$ cat src/rtl/rotary_embedding_table_freq_unit_macros.svh
// Assertion macros for the rotary embedding unit
`ifndef ROTARY_EMBEDDING_TABLE_FREQ_UNIT_MACROS_SVH
`define ROTARY_EMBEDDING_TABLE_FREQ_UNIT_MACROS_SVH
`ifndef NO_ASSERTIONS
`define RETF_ASSERT_IMPL(label, clk, rst_n, ante, cons) \
  label: assert property (@(posedge clk) disable iff (!rst_n) (ante) |-> (cons)) \
    else $error("implication failed");
`define RETF_ASSERT_NEXT(label, clk, rst_n, ante, cons) \
  label: assert property (@(posedge clk) disable iff (!rst_n) (ante) |=> (cons)) \
    else $error("next-cycle check failed");
`else
`define RETF_ASSERT_IMPL(label, clk, rst_n, ante, cons)
`define RETF_ASSERT_NEXT(label, clk, rst_n, ante, cons)
`endif
`endif

$ cat src/rtl/retf_pkg.sv
// Shared types, constants and the CORDIC angle table
package retf_pkg;
  localparam int PAIR_COUNT_DEF  = 64;
  localparam int ANGLE_STEPS_DEF = 24;
  localparam int PIDX_W = 6;
  localparam int CW = 34;  // CORDIC datapath width
  localparam logic signed [CW-1:0] INV_GAIN_Q30 = 34'sd652032874;
  localparam logic signed [CW-1:0] ONE_Q30      = 34'sd1073741824;
  localparam logic CMD_LOAD   = 1'b0;
  localparam logic CMD_ROTATE = 1'b1;

  typedef struct packed {
    logic                 valid;
    logic [1:0]           quad;
    logic [PIDX_W-1:0]    idx;
    logic signed [31:0]   a;
    logic signed [31:0]   b;
    logic signed [CW-1:0] x;
    logic signed [CW-1:0] y;
    logic signed [CW-1:0] z;
  } cordic_t;

  function automatic logic [31:0] step_angle(input logic [4:0] i);
    logic [31:0] r;
    case (i)
      5'd0:  r = 32'h20000000;  5'd1:  r = 32'h12E4051E;
      5'd2:  r = 32'h09FB385B;  5'd3:  r = 32'h051111D4;
      5'd4:  r = 32'h028B0D43;  5'd5:  r = 32'h0145D7E1;
      5'd6:  r = 32'h00A2F61E;  5'd7:  r = 32'h00517C55;
      5'd8:  r = 32'h0028BE53;  5'd9:  r = 32'h00145F2F;
      5'd10: r = 32'h000A2F98;  5'd11: r = 32'h000517CC;
      5'd12: r = 32'h00028BE6;  5'd13: r = 32'h000145F3;
      5'd14: r = 32'h0000A2FA;  5'd15: r = 32'h0000517D;
      5'd16: r = 32'h000028BE;  5'd17: r = 32'h0000145F;
      5'd18: r = 32'h00000A30;  5'd19: r = 32'h00000518;
      5'd20: r = 32'h0000028C;  5'd21: r = 32'h00000146;
      5'd22: r = 32'h000000A3;  5'd23: r = 32'h00000051;
      5'd24: r = 32'h00000029;  5'd25: r = 32'h00000014;
      5'd26: r = 32'h0000000A;  5'd27: r = 32'h00000005;
      5'd28: r = 32'h00000003;  5'd29: r = 32'h00000001;
      5'd30: r = 32'h00000001;
      default: r = 32'h00000000;
    endcase
    return r;
  endfunction
endpackage

$ cat src/rtl/retf_freq_mem.sv
// Frequency table memory, one write and one registered read port
module retf_freq_mem import retf_pkg::*; #(
  parameter int PAIR_COUNT = PAIR_COUNT_DEF,
  parameter int AW = (PAIR_COUNT > 1) ? $clog2(PAIR_COUNT) : 1
) (
  input  logic          clk,
  input  logic          en,
  input  logic          we,
  input  logic [AW-1:0] waddr,
  input  logic [31:0]   wdata,
  input  logic [AW-1:0] raddr,
  output logic [31:0]   rdata_r
);
  logic [31:0] mem [0:PAIR_COUNT-1];

  always_ff @(posedge clk) begin
    if (we) begin
      mem[waddr] <= wdata;
    end
  end

  always_ff @(posedge clk) begin
    if (en) begin
      rdata_r <= mem[raddr];
    end
  end
endmodule

$ cat config.mk
export PLATFORM = sky130hd
export DESIGN_NAME = retf_freq_mem
export DESIGN_NICKNAME = d
export VERILOG_FILES = /design/src/rtl/rotary_embedding_table_freq_unit_macros.svh /design/src/rtl/retf_pkg.sv /design/src/rtl/retf_freq_mem.sv
export SDC_FILE = /design/constraint.sdc
export NUM_CORES = 2
export LEC_CHECK = 0
export ABC_AREA = 1
export BUFFER_PORTS_ARGS = -buffer_cell sky130_fd_sc_hd__buf_2
export CAP_MARGIN = 10
export CELL_PAD_IN_SITES_DETAIL_PLACEMENT = 1
export CELL_PAD_IN_SITES_GLOBAL_PLACEMENT = 2
export CORE_UTILIZATION = 40
export CTS_CLUSTER_DIAMETER = 200
export CTS_CLUSTER_SIZE = 40
export DETAILED_ROUTE_END_ITERATION = 6
export PLACE_DENSITY = 0.87
export SETUP_SLACK_MARGIN = 0.5
export SYNTH_ARGS = -nofsm -noshare
export SYNTH_HDL_FRONTEND = slang
export SYNTH_SLANG_ARGS = --single-unit
$ cat constraint.sdc
create_clock -name clk -period 4.9 [get_ports clk]
set_input_delay 0.98 -clock clk [delete_from_list [all_inputs] [get_ports clk]]
set_output_delay 0.98 -clock clk [all_outputs]
set_load 0.005 [all_outputs]
==> metrics.md <==
| Metric | Value |
|---|---|
| Combinational cell fraction of total power | 8.0% |
| Number of synthesis warnings | 0 |
| Worst slew margin relative to its limit | 15.7% |
| Leftover overflow at the end of global routing | 0 |
| Post-Synthesis Cell Area | 83100 um^2 |
| WP depth | 12 |
| Vias per inst | 5.86 |
| Worst setup endpoint | rdata_r[21] |
| Depth of the worst register-to-register path | 8 |
| R2r setup slk | 2920 ps |
| Final setup skew | 37.6 ps |
| TritonCTS clock tree | built |
| Largest stage delay on the critical path | 490 ps |
| Post-placement worst setup slack | 1150 ps |
| Post-Route WL | 263000 um |
| Cell type with the highest aggregate area in the netlist | sky130_fd_sc_hd__edfxtp_1 |
| Power spent charging and discharging nets | 6.89 mW |
| Signal arrival time at the worst endpoint | 3780 ps |
| Max-Cap Viols | 0 |
| Number of sinks driven by the clock tree | 2080 |
| Number of antenna-violating nets in the routed design | 0 |
| Critical-path cell with the highest stage delay | sky130_fd_sc_hd__buf_4 |
| Transition time at the pin with the least slew margin | 1260 ps |
| Number of levels in the clock H-tree | 2 |
| Worst Setup SP | raddr[0] |
| Clk network pwr share | 24.4% |
| Pins over their slew limit | 0 |
| Number of buffers added to fix hold violations after cts | 0 |
| Crit path launch type | input pin |
| Detailed Place HPWL | 151000 um |
| Launch instance of the worst register-to-register path | mem[32][11] |
| Reg-to-reg endpoint | rdata_r[11] |
| Maximum clock rate | 319 MHz |
| Nets | 6712 |
| Critical path type | input pin to flip-flop |
| First-pass iteration count of the detailed router | 6 |
| Cell depth of the worst hold path | 1 |
| PnR worst setup slack | 1760 ps |
| Number of antenna violations at the first check in global routing | 15 |
| Number of global-route vias before repair | 56700 |
| Gate count of the mapped netlist | 6769 |
| Setup TNS | 0 ps |
| Final-report hold violation count | 0 |
| Total of endpoints with negative setup slack in the final report | 0 |
| Proportion of power drawn by flip-flops and latches | 67.6% |
| Power per cell area | 330 nW/um^2 |
| Syn_nets | 6816 |
| Initial Utilization | 40.4% |
| Net Sw Frac | 23.5% |
| Area delta synth->final | 6.83% |
| DIE AREA | 209000 um^2 |
| Global-route wire length before repair | 382000 um |
| Family with the most delay on the worst path | buffers and inverters |
| Worst min-delay path category | input pin to flip-flop |
| Critical-path maximum fanout | 91 |
| Critical Path RT | 5540 ps |
| Total clock buffers created by CTS | 57 |
| Syn Area/Cell | 12.3 um^2 |
| Number of filler instances in the final layout | 21400 |
| Number of cells in the design after placement | 9290 |
| Layout cell share with drive strength beyond 1 | 6.21% |
| Endpoint kind of the worst setup timing path | flip-flop |
| Leading cell types in the layout, fill and taps excluded | 2248 x sky130_fd_sc_hd__nand2_1, 2080 x sky130_fd_sc_hd__edfxtp_1, 1907 x sky130_fd_sc_hd__nand3_1 |
| Number of buffers and inverters on the critical path | 4 |
| Commonest non-fill, non-tap cell in the layout | sky130_fd_sc_hd__nand2_1 |
| Number of setup buffers added after CTS | 0 |
| Result of the run | finished, final reports clean |
| Cell-by-cell trace of the critical path | buf_8, inv_16, buf_12, buf_4, nand2_1, nand3_1, nand3_1, nand3_1, nand3_1, nand2_1, nand2_1, nand2_1 |
| Pleak | 30.2 nW |
| Via count | 54900 |
| Peak supply drop | 0.000319 V |
| Cell-internal power | 22.4 mW |
| Tcrit/Tclk final | 64.0% |
| Resize count post-CTS | 0 |
| Per-cell routed wire length | 28.1 um |
| Cell variety after synth | 15 |
| Clock slew at reported path FFs | 140 ps |
| Top-level port count | 79 |
| Worst Hold Slack | 436 ps |
| Maximum count of clock buffers along a single path | 3 |
| Final critical path time including I/O delays and setup | 3140 ps |
| Final Wtd Congestion | 0.821 |
| Register bit count reported by yosys | 2080 |
| Post-route insts no fill | 9365 |
| Port Buf Inserts | 78 |
| Setup repair after global routing missed its margin | false |
| # DRC | 0 |
| Global routing usage summed across all routing layers | 24.7% |
| Area contributors post-synth | sky130_fd_sc_hd__edfxtp_1 75%, sky130_fd_sc_hd__nand3_1 11%, sky130_fd_sc_hd__nand2_1 10% |
| Clk_lat worst skew | 780 ps |
| Largest net degree at the start of global routing | 142 |
| Width of the die | 458 um |
| Row count | 166 |
| Fraction of the yosys area taken by sequential cells | 75.2% |
| Final core occ | 43.2% |
| Die Height | 458 um |
| Area fraction of the dominant cell type after synthesis | 75.2% |
| Violation count after the first detailed-routing iteration | 6315 |
| Root cell of the clock tree | sky130_fd_sc_hd__clkbuf_16 |
| Floorplan core area | 205000 um^2 |
-- power by group through the flow --
| stage | Clock [mW] | Combinational (mW) | Sequential (mW) |
|---|---|---|---|
| after detailed placement | 0 | 2.33 | 20.2 |
| after floorplan | 0 | 1.21 | 20.1 |
| after global placement | 0 | 2.25 | 20.2 |
| after CTS | 7.21 | 2.33 | 19.8 |
| after global routing | 7.63 | 2.51 | 19.8 |
| final | 7.13 | 2.34 | 19.8 |
-- metal layers --
metal / wire (um) / global-route usage (%)
met3: 16300 / 2.48
met5: 81 / 0
met2: 129000 / 41.9
met1: 106000 / 32.3
met4: 11900 / 10.5
-- worst min path at each step --
stage                startpoint     endpoint  slack (ps)
finish                wdata[21]  mem[35][21]         440
CTS                   wdata[21]  mem[35][21]         390
floorplan            mem[14][0]   rdata_r[0]         800
global route          wdata[21]  mem[35][21]         410
detailed placement   mem[22][8]   rdata_r[8]         880
global placement    mem[52][10]  rdata_r[10]         860
-- cells by family (layout without fill, tap and decap cells) --
group	Yosys count	count (layout)	synth area share [%]
buf+inv	461	357	2.77
simple gates	4228	4228	22.0
flops	2080	2080	75.2
other cells	0	12	0
-- cell type report --
type                            count  area [um^2]  share of cell area [%]
Clock inverter                      2         17.5                  0.0197
Sequential cell                  2080        62500                    70.4
Clock buffer                       57         1430                    1.61
Timing Repair Buffer              286         2580                    2.91
Multi-Input combinational cell   4228        18800                    21.2
Tap cell                         2688         3360                    3.79
Inverter                           12         82.6                  0.0931
Antenna cell                       12         30.0                  0.0338
-- stage by stage --
stage | power, mW | cell area (um^2)
6_report | 29.3 | 88700
5_1_grt | 29.9 | 88700
4_1_cts | 29.3 | 88600
3_5_place_dp | 22.5 | 87200
3_3_place_gp | 22.4 | 87200
2_1_floorplan | 21.4 | 83100
-- worst reg2reg max path: stages, from the launching register on --
cell and delay [ps]:
sky130_fd_sc_hd__edfxtp_1 400, sky130_fd_sc_hd__nand2_1 80, sky130_fd_sc_hd__nand3_1 90, sky130_fd_sc_hd__nand3_1 150, sky130_fd_sc_hd__nand3_1 100, sky130_fd_sc_hd__nand3_1 510
sky130_fd_sc_hd__nand2_1 170, sky130_fd_sc_hd__nand2_1 100, sky130_fd_sc_hd__nand2_1 120
-- sequential cells by signal, summed over array words and instances (netlist names) --
name,cells
rdata_r,32
mem,2048
-- synth_stat cells --
library cell                  n
sky130_fd_sc_hd__inv_2        2
sky130_fd_sc_hd__nor4_1       8
sky130_fd_sc_hd__nand3_1   1907
sky130_fd_sc_hd__nand4_1      9
sky130_fd_sc_hd__clkbuf_1    77
sky130_fd_sc_hd__inv_4        1
sky130_fd_sc_hd__buf_4       45
sky130_fd_sc_hd__buf_6        3
sky130_fd_sc_hd__edfxtp_1  2080
sky130_fd_sc_hd__buf_8        2
sky130_fd_sc_hd__nand2_1   2248
sky130_fd_sc_hd__buf_1       40
sky130_fd_sc_hd__inv_1        9
sky130_fd_sc_hd__nor2_1      56
sky130_fd_sc_hd__buf_2      282
No activity file was read; power rests on OpenSTA's default activity.
