File: src/rtl/rotary_embedding_table_freq_unit_macros.svh
// Assertion macros for the rotary embedding unit
`ifndef ROTARY_EMBEDDING_TABLE_FREQ_UNIT_MACROS_SVH
`define ROTARY_EMBEDDING_TABLE_FREQ_UNIT_MACROS_SVH
`ifndef NO_ASSERTIONS
`define RETF_ASSERT_IMPL(label, clk, rst_n, ante, cons) \
  label: assert property (@(posedge clk) disable iff (!rst_n) (ante) |-> (cons)) \
    else $error("implication failed");
`define RETF_ASSERT_NEXT(label, clk, rst_n, ante, cons) \
  label: assert property (@(posedge clk) disable iff (!rst_n) (ante) |=> (cons)) \
    else $error("next-cycle check failed");
`else
`define RETF_ASSERT_IMPL(label, clk, rst_n, ante, cons)
`define RETF_ASSERT_NEXT(label, clk, rst_n, ante, cons)
`endif
`endif

File: src/rtl/retf_pkg.sv
// Shared types, constants and the CORDIC angle table
package retf_pkg;
  localparam int PAIR_COUNT_DEF  = 64;
  localparam int ANGLE_STEPS_DEF = 24;
  localparam int PIDX_W = 6;
  localparam int CW = 34;  // CORDIC datapath width
  localparam logic signed [CW-1:0] INV_GAIN_Q30 = 34'sd652032874;
  localparam logic signed [CW-1:0] ONE_Q30      = 34'sd1073741824;
  localparam logic CMD_LOAD   = 1'b0;
  localparam logic CMD_ROTATE = 1'b1;

  typedef struct packed {
    logic                 valid;
    logic [1:0]           quad;
    logic [PIDX_W-1:0]    idx;
    logic signed [31:0]   a;
    logic signed [31:0]   b;
    logic signed [CW-1:0] x;
    logic signed [CW-1:0] y;
    logic signed [CW-1:0] z;
  } cordic_t;

  function automatic logic [31:0] step_angle(input logic [4:0] i);
    logic [31:0] r;
    case (i)
      5'd0:  r = 32'h20000000;  5'd1:  r = 32'h12E4051E;
      5'd2:  r = 32'h09FB385B;  5'd3:  r = 32'h051111D4;
      5'd4:  r = 32'h028B0D43;  5'd5:  r = 32'h0145D7E1;
      5'd6:  r = 32'h00A2F61E;  5'd7:  r = 32'h00517C55;
      5'd8:  r = 32'h0028BE53;  5'd9:  r = 32'h00145F2F;
      5'd10: r = 32'h000A2F98;  5'd11: r = 32'h000517CC;
      5'd12: r = 32'h00028BE6;  5'd13: r = 32'h000145F3;
      5'd14: r = 32'h0000A2FA;  5'd15: r = 32'h0000517D;
      5'd16: r = 32'h000028BE;  5'd17: r = 32'h0000145F;
      5'd18: r = 32'h00000A30;  5'd19: r = 32'h00000518;
      5'd20: r = 32'h0000028C;  5'd21: r = 32'h00000146;
      5'd22: r = 32'h000000A3;  5'd23: r = 32'h00000051;
      5'd24: r = 32'h00000029;  5'd25: r = 32'h00000014;
      5'd26: r = 32'h0000000A;  5'd27: r = 32'h00000005;
      5'd28: r = 32'h00000003;  5'd29: r = 32'h00000001;
      5'd30: r = 32'h00000001;
      default: r = 32'h00000000;
    endcase
    return r;
  endfunction
endpackage

File: src/rtl/retf_cordic_step.sv
// One registered CORDIC rotation step
module retf_cordic_step import retf_pkg::*; #(
  parameter int STEP = 0
) (
  input  logic    clk,
  input  logic    rst_n,
  input  logic    en,
  input  cordic_t d_i,
  output cordic_t d_r
);
  localparam logic [4:0] SIDX = 5'(STEP);
  logic signed [CW-1:0] ang;
  logic signed [CW-1:0] dx, dy;
  cordic_t d_nxt;

  assign ang = $signed({2'b00, step_angle(SIDX)});
  assign dx  = d_i.y >>> STEP;
  assign dy  = d_i.x >>> STEP;

  always_comb begin
    d_nxt = d_i;
    if (!d_i.z[CW-1]) begin
      d_nxt.x = d_i.x - dx;
      d_nxt.y = d_i.y + dy;
      d_nxt.z = d_i.z - ang;
    end else begin
      d_nxt.x = d_i.x + dx;
      d_nxt.y = d_i.y - dy;
      d_nxt.z = d_i.z + ang;
    end
  end

  // only the valid bit is reset; the payload just follows it
  always_ff @(posedge clk) begin
    if (!rst_n) begin
      d_r.valid <= 1'b0;
    end else if (en) begin
      d_r.valid <= d_i.valid;
    end
    if (en) begin
      d_r.quad <= d_nxt.quad;
      d_r.idx  <= d_nxt.idx;
      d_r.a    <= d_nxt.a;
      d_r.b    <= d_nxt.b;
      d_r.x    <= d_nxt.x;
      d_r.y    <= d_nxt.y;
      d_r.z    <= d_nxt.z;
    end
  end
endmodule

File: config.mk
export PLATFORM = sky130hd
export DESIGN_NAME = retf_cordic_step
export DESIGN_NICKNAME = d
export VERILOG_FILES = /design/src/rtl/rotary_embedding_table_freq_unit_macros.svh /design/src/rtl/retf_pkg.sv /design/src/rtl/retf_cordic_step.sv
export SDC_FILE = /design/constraint.sdc
export NUM_CORES = 1
export LEC_CHECK = 0
export ABC_AREA = 1
export CAP_MARGIN = 20
export CORE_MARGIN = 5
export CORE_UTILIZATION = 45
export DETAILED_ROUTE_END_ITERATION = 10
export DONT_BUFFER_PORTS = 1
export GPL_TIMING_DRIVEN = 0
export REMOVE_ABC_BUFFERS = 1
export SETUP_SLACK_MARGIN = 0.05
export SYNTH_ARGS = -nofsm -noshare
export SYNTH_HDL_FRONTEND = slang
export SYNTH_SLANG_ARGS = --single-unit
export TNS_END_PERCENT = 5
File: constraint.sdc
create_clock -name clk -period 5.4 [get_ports clk]
set_input_delay 0 -clock clk [delete_from_list [all_inputs] [get_ports clk]]
set_output_delay 0 -clock clk [all_outputs]
set_load 0.02 [all_outputs]
==> results of run 1 <==
worst max-delay path: cells and delay by family:
| kind | cells | cell delay (ps) |
|---|---|---|
| AO/OA/AOI/OAI | 3 | 750 |
| AND/OR/NAND/NOR | 5 | 450 |
| adder cells (fa/ha/maj) | 2 | 760 |
| buffers and inverters | 1 | 540 |
cell type report:
cell class	instances	area share, %
flip-flops and latches	174	36.0
clock inverters	14	1.00
inverters	211	5.48
multi-input cells	1154	42.9
repair buffers	116	8.38
well taps	378	3.27
clock buffers	18	2.96
synthesized netlist by cell type (all sizes together):
master | n | area share, %
nand2 | 416 | 13
mux2i | 1 | 0.080
nand4 | 12 | 0.60
clkbuf | 8 | 0.24
fa | 4 | 0.64
a21boi | 4 | 0.24
clkinv | 1 | 0.040
a31oi | 3 | 0.15
o21a | 2 | 0.12
xor2 | 28 | 2.0
nor2 | 142 | 4.3
nand3 | 150 | 6.1
nand3b | 2 | 0.12
o21ai | 94 | 3.8
o31ai | 4 | 0.24
nor3 | 14 | 0.64
edfxtp | 173 | 42
xnor2 | 1 | 0.070
nor4 | 4 | 0.25
buf | 35 | 1.8
a21o | 11 | 0.66
o22ai | 4 | 0.20
and2 | 1 | 0.050
o211ai | 6 | 0.36
a21oi | 132 | 5.3
ha | 102 | 10
o21bai | 9 | 0.54
inv | 210 | 6.3
or2 | 7 | 0.35
dfxtp | 1 | 0.16
nand2b | 1 | 0.050
worst max path at each step:
stage                          to  slack (ps)  depth (start not counted)
after floorplan           d_r[86]        3610                         11
after global placement    d_r[54]        2910                         11
after detailed placement  d_r[54]        2940                         11
after CTS                 d_r[54]        3120                         11
after global routing      d_r[54]        3010                         11
final                     d_r[54]        3090                         11
layout by cell type (no fill, tap or decap), types with 6 or more instances in the layout:
| master | count |
|---|---|
| a21o_1 | 11 |
| a21oi_1 | 131 |
| clkbuf_16 | 17 |
| dlygate4sd3_1 | 113 |
| edfxtp_1 | 173 |
| ha_1 | 102 |
| inv_1 | 207 |
| nand2_1 | 412 |
| nand3_1 | 148 |
| nand4_1 | 12 |
| nor2_1 | 139 |
| nor3_1 | 12 |
| o211ai_1 | 6 |
| o21ai_0 | 83 |
| o21ai_1 | 10 |
| o21bai_1 | 9 |
| xor2_1 | 28 |
per-layer routing:
metal  vias up  GRT usage, %
met5         -             0
met4         0          7.58
met3        46          6.32
met2       422          48.2
met1      5254          33.0
li1       5435             -
per-stage QoR:
| step | worst slack [ps] | power, uW | area, sq um | hold WS (ps) |
|---|---|---|---|---|
| after global routing | 3010 | 4330 | 14500 | 28.4 |
| after CTS | 3120 | 4140 | 14500 | 16.0 |
| final | 3090 | 4110 | 14500 | 6.48 |
| after detailed placement | 2940 | 2790 | 12700 | 98.9 |
| after global placement | 2910 | 2780 | 12700 | 98.9 |
| after floorplan | 3610 | 2510 | 12200 | 93.5 |
logic make-up (layout without fill, tap and decap cells):
logic type	Yosys count	in the layout	share of synthesized area, %
AOI/OAI and AO/OA	269	269	11.6
xor gates and xnor gates	29	29	2.04
adders and majority gates	106	106	10.9
buffers and inverters	254	359	8.43
DFF	174	174	41.8
muxes	1	1	0.0802
and+or+nand+nor	749	749	25.1
where the power goes:
part	total [uW]	internal (uW)	switching, uW
sequential	1930	1670	257
clock	1230	618	610
combinational	954	321	633
==> flow_metrics.tcl, run 1 <==
set metrics [dict create \
    run_status "complete, no violations" \
    synth.avg_cell_area_sq_um 7.89 \
    final.setup.tns_ps 0 \
    max_vdd_drop_uv 208 \
    place.detailed.instances 1918 \
    global_route_wire_length_before_repair_microns 64000 \
    vias_per_cell 5.40 \
    register_with_the_highest_flop_count "d_r" \
    slew_headroom_pct 27.9 \
    drt-total-wl_microns 43600 \
    final.fill_count 2638 \
    slowest_stage "dlygate4sd3_1" \
    synth_cells 1582 \
    io-pin-count 353 \
    power_density_nw_per_um2 284 \
    number_of_search_and_repair_iterations_in_the_first_detailed_routing_pass 5 \
    synth_cell_type_count 44 \
    die_height_microns 176 \
    leakagePower_uw 0.00650 \
    finalNonFillerCells 2065 \
    max_cap_viol_count 0 \
    synth.yosys.warnings 0 \
    io_buffer_count 0 \
    postSynthRegisterBits 174 \
    placeable_core_area_sq_um 27600 \
    min_path_type "in2reg" \
    seq_area_sq_um 5220 \
    core.rowCount 61 \
    critical_path.reg2reg.endpoint "d_r[174]" \
    timing.rr.start "d_r[174]" \
    hold_viol 0 \
    rr_worst_depth 3 \
    htree_levels 4 \
    regToRegSetupSlack_ps 4030 \
    tritoncts "yes" \
    holdPathEnd "d_r[100]" \
    timing.critical_path.required_ps 5580 \
    drt-met1-wl_microns 17700 \
    timing.hold.worst_path_depth 1 \
    multiInputGateArea_sq_um 6210 \
    timing_worst_slew_pin_value_ps 1080 \
    critical-path-top-cell-by-count "nand2_1" \
    grt_setup_unrepaired "false" \
    routabilityCongestion 0.910 \
    synthesis.area_sq_um 12500 \
    clk-insertion-delay-late_ps 430 \
    crit_arrival_ps 2490 \
    initial_utilization_pct 45.3 \
    worstPathCellList "dlygate4sd3_1, ha_1, fa_1, o21ai_1, a21oi_1, o21ai_0, nand2_1, nand2_1, nand2_1, nand3_1, nand2_1" \
    floorplan.die_area_sq_um 31200 \
    final_core_util_pct 52.5 \
    grt_max_degree 176 \
    timing_worst_setup_path_type "in2reg" \
    die_x_microns 176 \
    drv_slew 0 \
    clock-skew-final_ps 0 \
    routed.top_layer "met4" \
    syn2layout_area_growth_pct 16.1 \
    cts-root-to-sink-buffers 2 \
    timing.critical_path.fanout_max 4 \
    residual_drc 0 \
    globalRouteOverflowTotal 0 \
    drt-initial-drc-count 757 \
    finalSetupViolCount 0 \
    post_cts_resize_count 0 \
    layout.nets 1958 \
    post_cts.repair.setup_buffers 0 \
    initial_antenna_violation_count 0 \
    vias 11200 \
    share_of_layout_cells_above_drive_strength_1_pct 3.32 \
    largest_register_ffs 174 \
    antenna_cells_inserted 0 \
    fin_crit_sh_pct 42.8 \
    all_layer_global_routing_usage_pct 27.1 \
    cp_slowest_stage_delay_ps 540 \
    dp_hpwl_microns 34100 \
    cts_sinks 174 \
    cts_inserted_buffers 17 \
    first_global_vias 11000 \
    met2_length_microns 21700 \
    wl_per_cell_microns 21.1 \
    min-delay-start "en" \
    route.antenna.remaining_nets 0 \
    cts_hold_buffers 115 \
    finalWorstPathRequiredPeriod_ps 2310 \
    cts_root_buffer "clkbuf_16" \
    setup.worst_path.start_class "primary input" \
    fmax_mhz 433 \
    largestRegisters "d_r: 174 flops" \
    ys_seq_area_share_pct 41.8 \
    cts.clk_slew.worst_paths_ps 80 \
    worst_setup_path_startpoint "d_i[68]" \
    sort_of_element_at_the_end_of_the_critical_path "flop" \
    routed-wl-met3_microns 3190 \
]
No activity file was read; power rests on OpenSTA's default activity.
==> inputs of run 2 (changes only) <==
==> constraint.sdc (replaced) <==
create_clock -name clk -period 2.12 [get_ports clk]
set_input_delay 0 -clock clk [delete_from_list [all_inputs] [get_ports clk]]
set_output_delay 0 -clock clk [all_outputs]
set_load 0.02 [all_outputs]
==> run 2 against run 1 <==
- highest routed layer unchanged
- worst setup slack worse by 3000 ps
- global-route usage about the same
- sequential cell count unchanged
- the run now ends with hold timing left
- sequential power rose to 2.5 times the previous value
- clock skew is the same
==> flow_metrics.tcl, run 2 (same netlist as run 1, synthesis figures left out) <==
set metrics [dict create \
    power_density_nw_per_um2 720 \
    placeable_core_area_sq_um 27600 \
    final.setup.tns_ps 0 \
    route.antenna.remaining_nets 0 \
    rr_worst_depth 4 \
    post_route_standard_cell_area_excluding_fillers_sq_um 14500 \
    cts_hold_buffers 115 \
    wl_per_cell_microns 21.2 \
    grt_setup_unrepaired "true" \
    timing_worst_setup_path_type "in2reg" \
    pre_cts_slack_ps -337 \
    worst_hold_slack_ps -331 \
    io-pin-count 353 \
    setup.worst_path.start_class "primary input" \
    layout_common_cells "nand2_1 (411), inv_1 (207), edfxtp_1 (173), nand3_1 (148), nor2_1 (139)" \
    share_of_layout_cells_above_drive_strength_1_pct 3.50 \
    fmax_mhz 503 \
    finalSetupViolCount 0 \
    clk-insertion-delay-late_ps 430 \
    max_vdd_drop_uv 536 \
    grt_max_degree 176 \
    vias_per_cell 5.42 \
    number_of_search_and_repair_iterations_in_the_first_detailed_routing_pass 6 \
    tritoncts "yes" \
    crit_arrival_ps 2190 \
    globalRouteOverflowTotal 0 \
    largest_register_ffs 174 \
    max_cap_viol_count 0 \
    initial_utilization_pct 45.3 \
    cts.clk_slew.worst_paths_ps 80 \
    cts-root-to-sink-buffers 2 \
    clock-skew-final_ps 0 \
    fin_crit_sh_pct 93.7 \
    dp_hpwl_microns 34100 \
    min_path_type "in2reg" \
    cts_sinks 174 \
    core.rowCount 61 \
    cts_root_buffer "clkbuf_16" \
    residual_drc 0 \
    floorplan.die_area_sq_um 31200 \
    cts_inserted_buffers 17 \
    global_route_wire_length_before_repair_microns 64100 \
    largestRegisters "d_r: 174 flops" \
    die_x_microns 176 \
    register_with_the_highest_flop_count "d_r" \
    routabilityCongestion 0.910 \
    run_status "finished, violations left" \
    die_height_microns 176 \
    timing_worst_slew_pin_value_ps 934 \
    timing.critical_path.required_ps 2320 \
    violations "hold timing" \
    first_global_vias 11000 \
    io_buffer_count 0 \
    commonest_non_fill_non_tap_cell_in_the_layout "nand2_1" \
    syn2layout_area_growth_pct 16.1 \
    all_layer_global_routing_usage_pct 27.1 \
    drt-initial-drc-count 709 \
    finalWorstPathRequiredPeriod_ps 1990 \
    timing.critical_path.fanout_max 4 \
    place_area_sq_um 12700 \
    antenna_cells_inserted 0 \
    drt-total-wl_microns 43700 \
    slew_headroom_pct 37.7 \
    sort_of_element_at_the_end_of_the_critical_path "flop" \
    leakagePower_uw 0.00650 \
    hold_viol 154 \
    drv_slew 0 \
    vias 11200 \
    layout.nets 1958 \
    htree_levels 4 \
    timing.hold.worst_path_depth 0 \
    finalWorstSetupSlack_ps 134 \
    initial_antenna_violation_count 0 \
]
==> run 2: final cells by class <==
| cell class | count | area [sq um] |
|---|---|---|
| fillers | 2641 | 13100 |
| multi-input cells | 1154 | 6230 |
| flip-flops and latches | 174 | 5220 |
| repair buffers | 116 | 1200 |
| inverters | 211 | 793 |
| well taps | 378 | 473 |
| clock buffers | 18 | 429 |
| clock inverters | 14 | 145 |
==> run 2: critical path, stage by stage <==
cell and delay, ps:
dlygate4sd3_1 600, fa_1 500, o21ai_2 250, nand2_1 80
nand2_1 110, nand2_1 60, nand2_1 210, nand2_1 120
nand2_1 90, nand2_1 50, nand3_1 70, nand2_1 50
==> run 2: metrics by stage <==
| step | cells | power (uW) | utilization (%) |
|---|---|---|---|
| after floorplan | 1539 | 6390 | - |
| after global placement | 1917 | 7090 | 46.1 |
| after detailed placement | 1918 | 7100 | 46.2 |
| after CTS | 2065 | 10500 | 52.5 |
| after global routing | 2065 | 11000 | 52.6 |
| final | 2065 | 10400 | 52.6 |
==> run 2: per-layer routing <==
metal  GRT usage, %  vias up  share of wire, %
met4           8.25        0               3.0
li1               -     5441                 -
met3           6.49       57               7.6
met1           32.8     5254                40
met2           48.0      444                49
met5              0        -                 0
==> run 2: worst paths after layout <==
kind,to,slack [ps],startpoint
setup / recovery,d_r[66],130,d_i[69]
hold / removal,d_r[58],-330,en
setup reg to reg,d_r[174],260,d_r[174]
hold reg to reg,d_r[174],1740,d_r[174]
==> run 2: repair_timing <==
item,in CTS,in global routing
hold endpoints to repair,330,173
setup endpoints to repair,0,15
setup buffers,0,0
gates resized for setup,0,7
==> run 2: power by group <==
group | internal [uW] | switching (uW) | leakage [uW]
sequential | 4260 | 656 | 0.00170
clock | 1570 | 1560 | 0.000280
combinational | 822 | 1560 | 0.00452
total | 6660 | 3770 | 0.00650
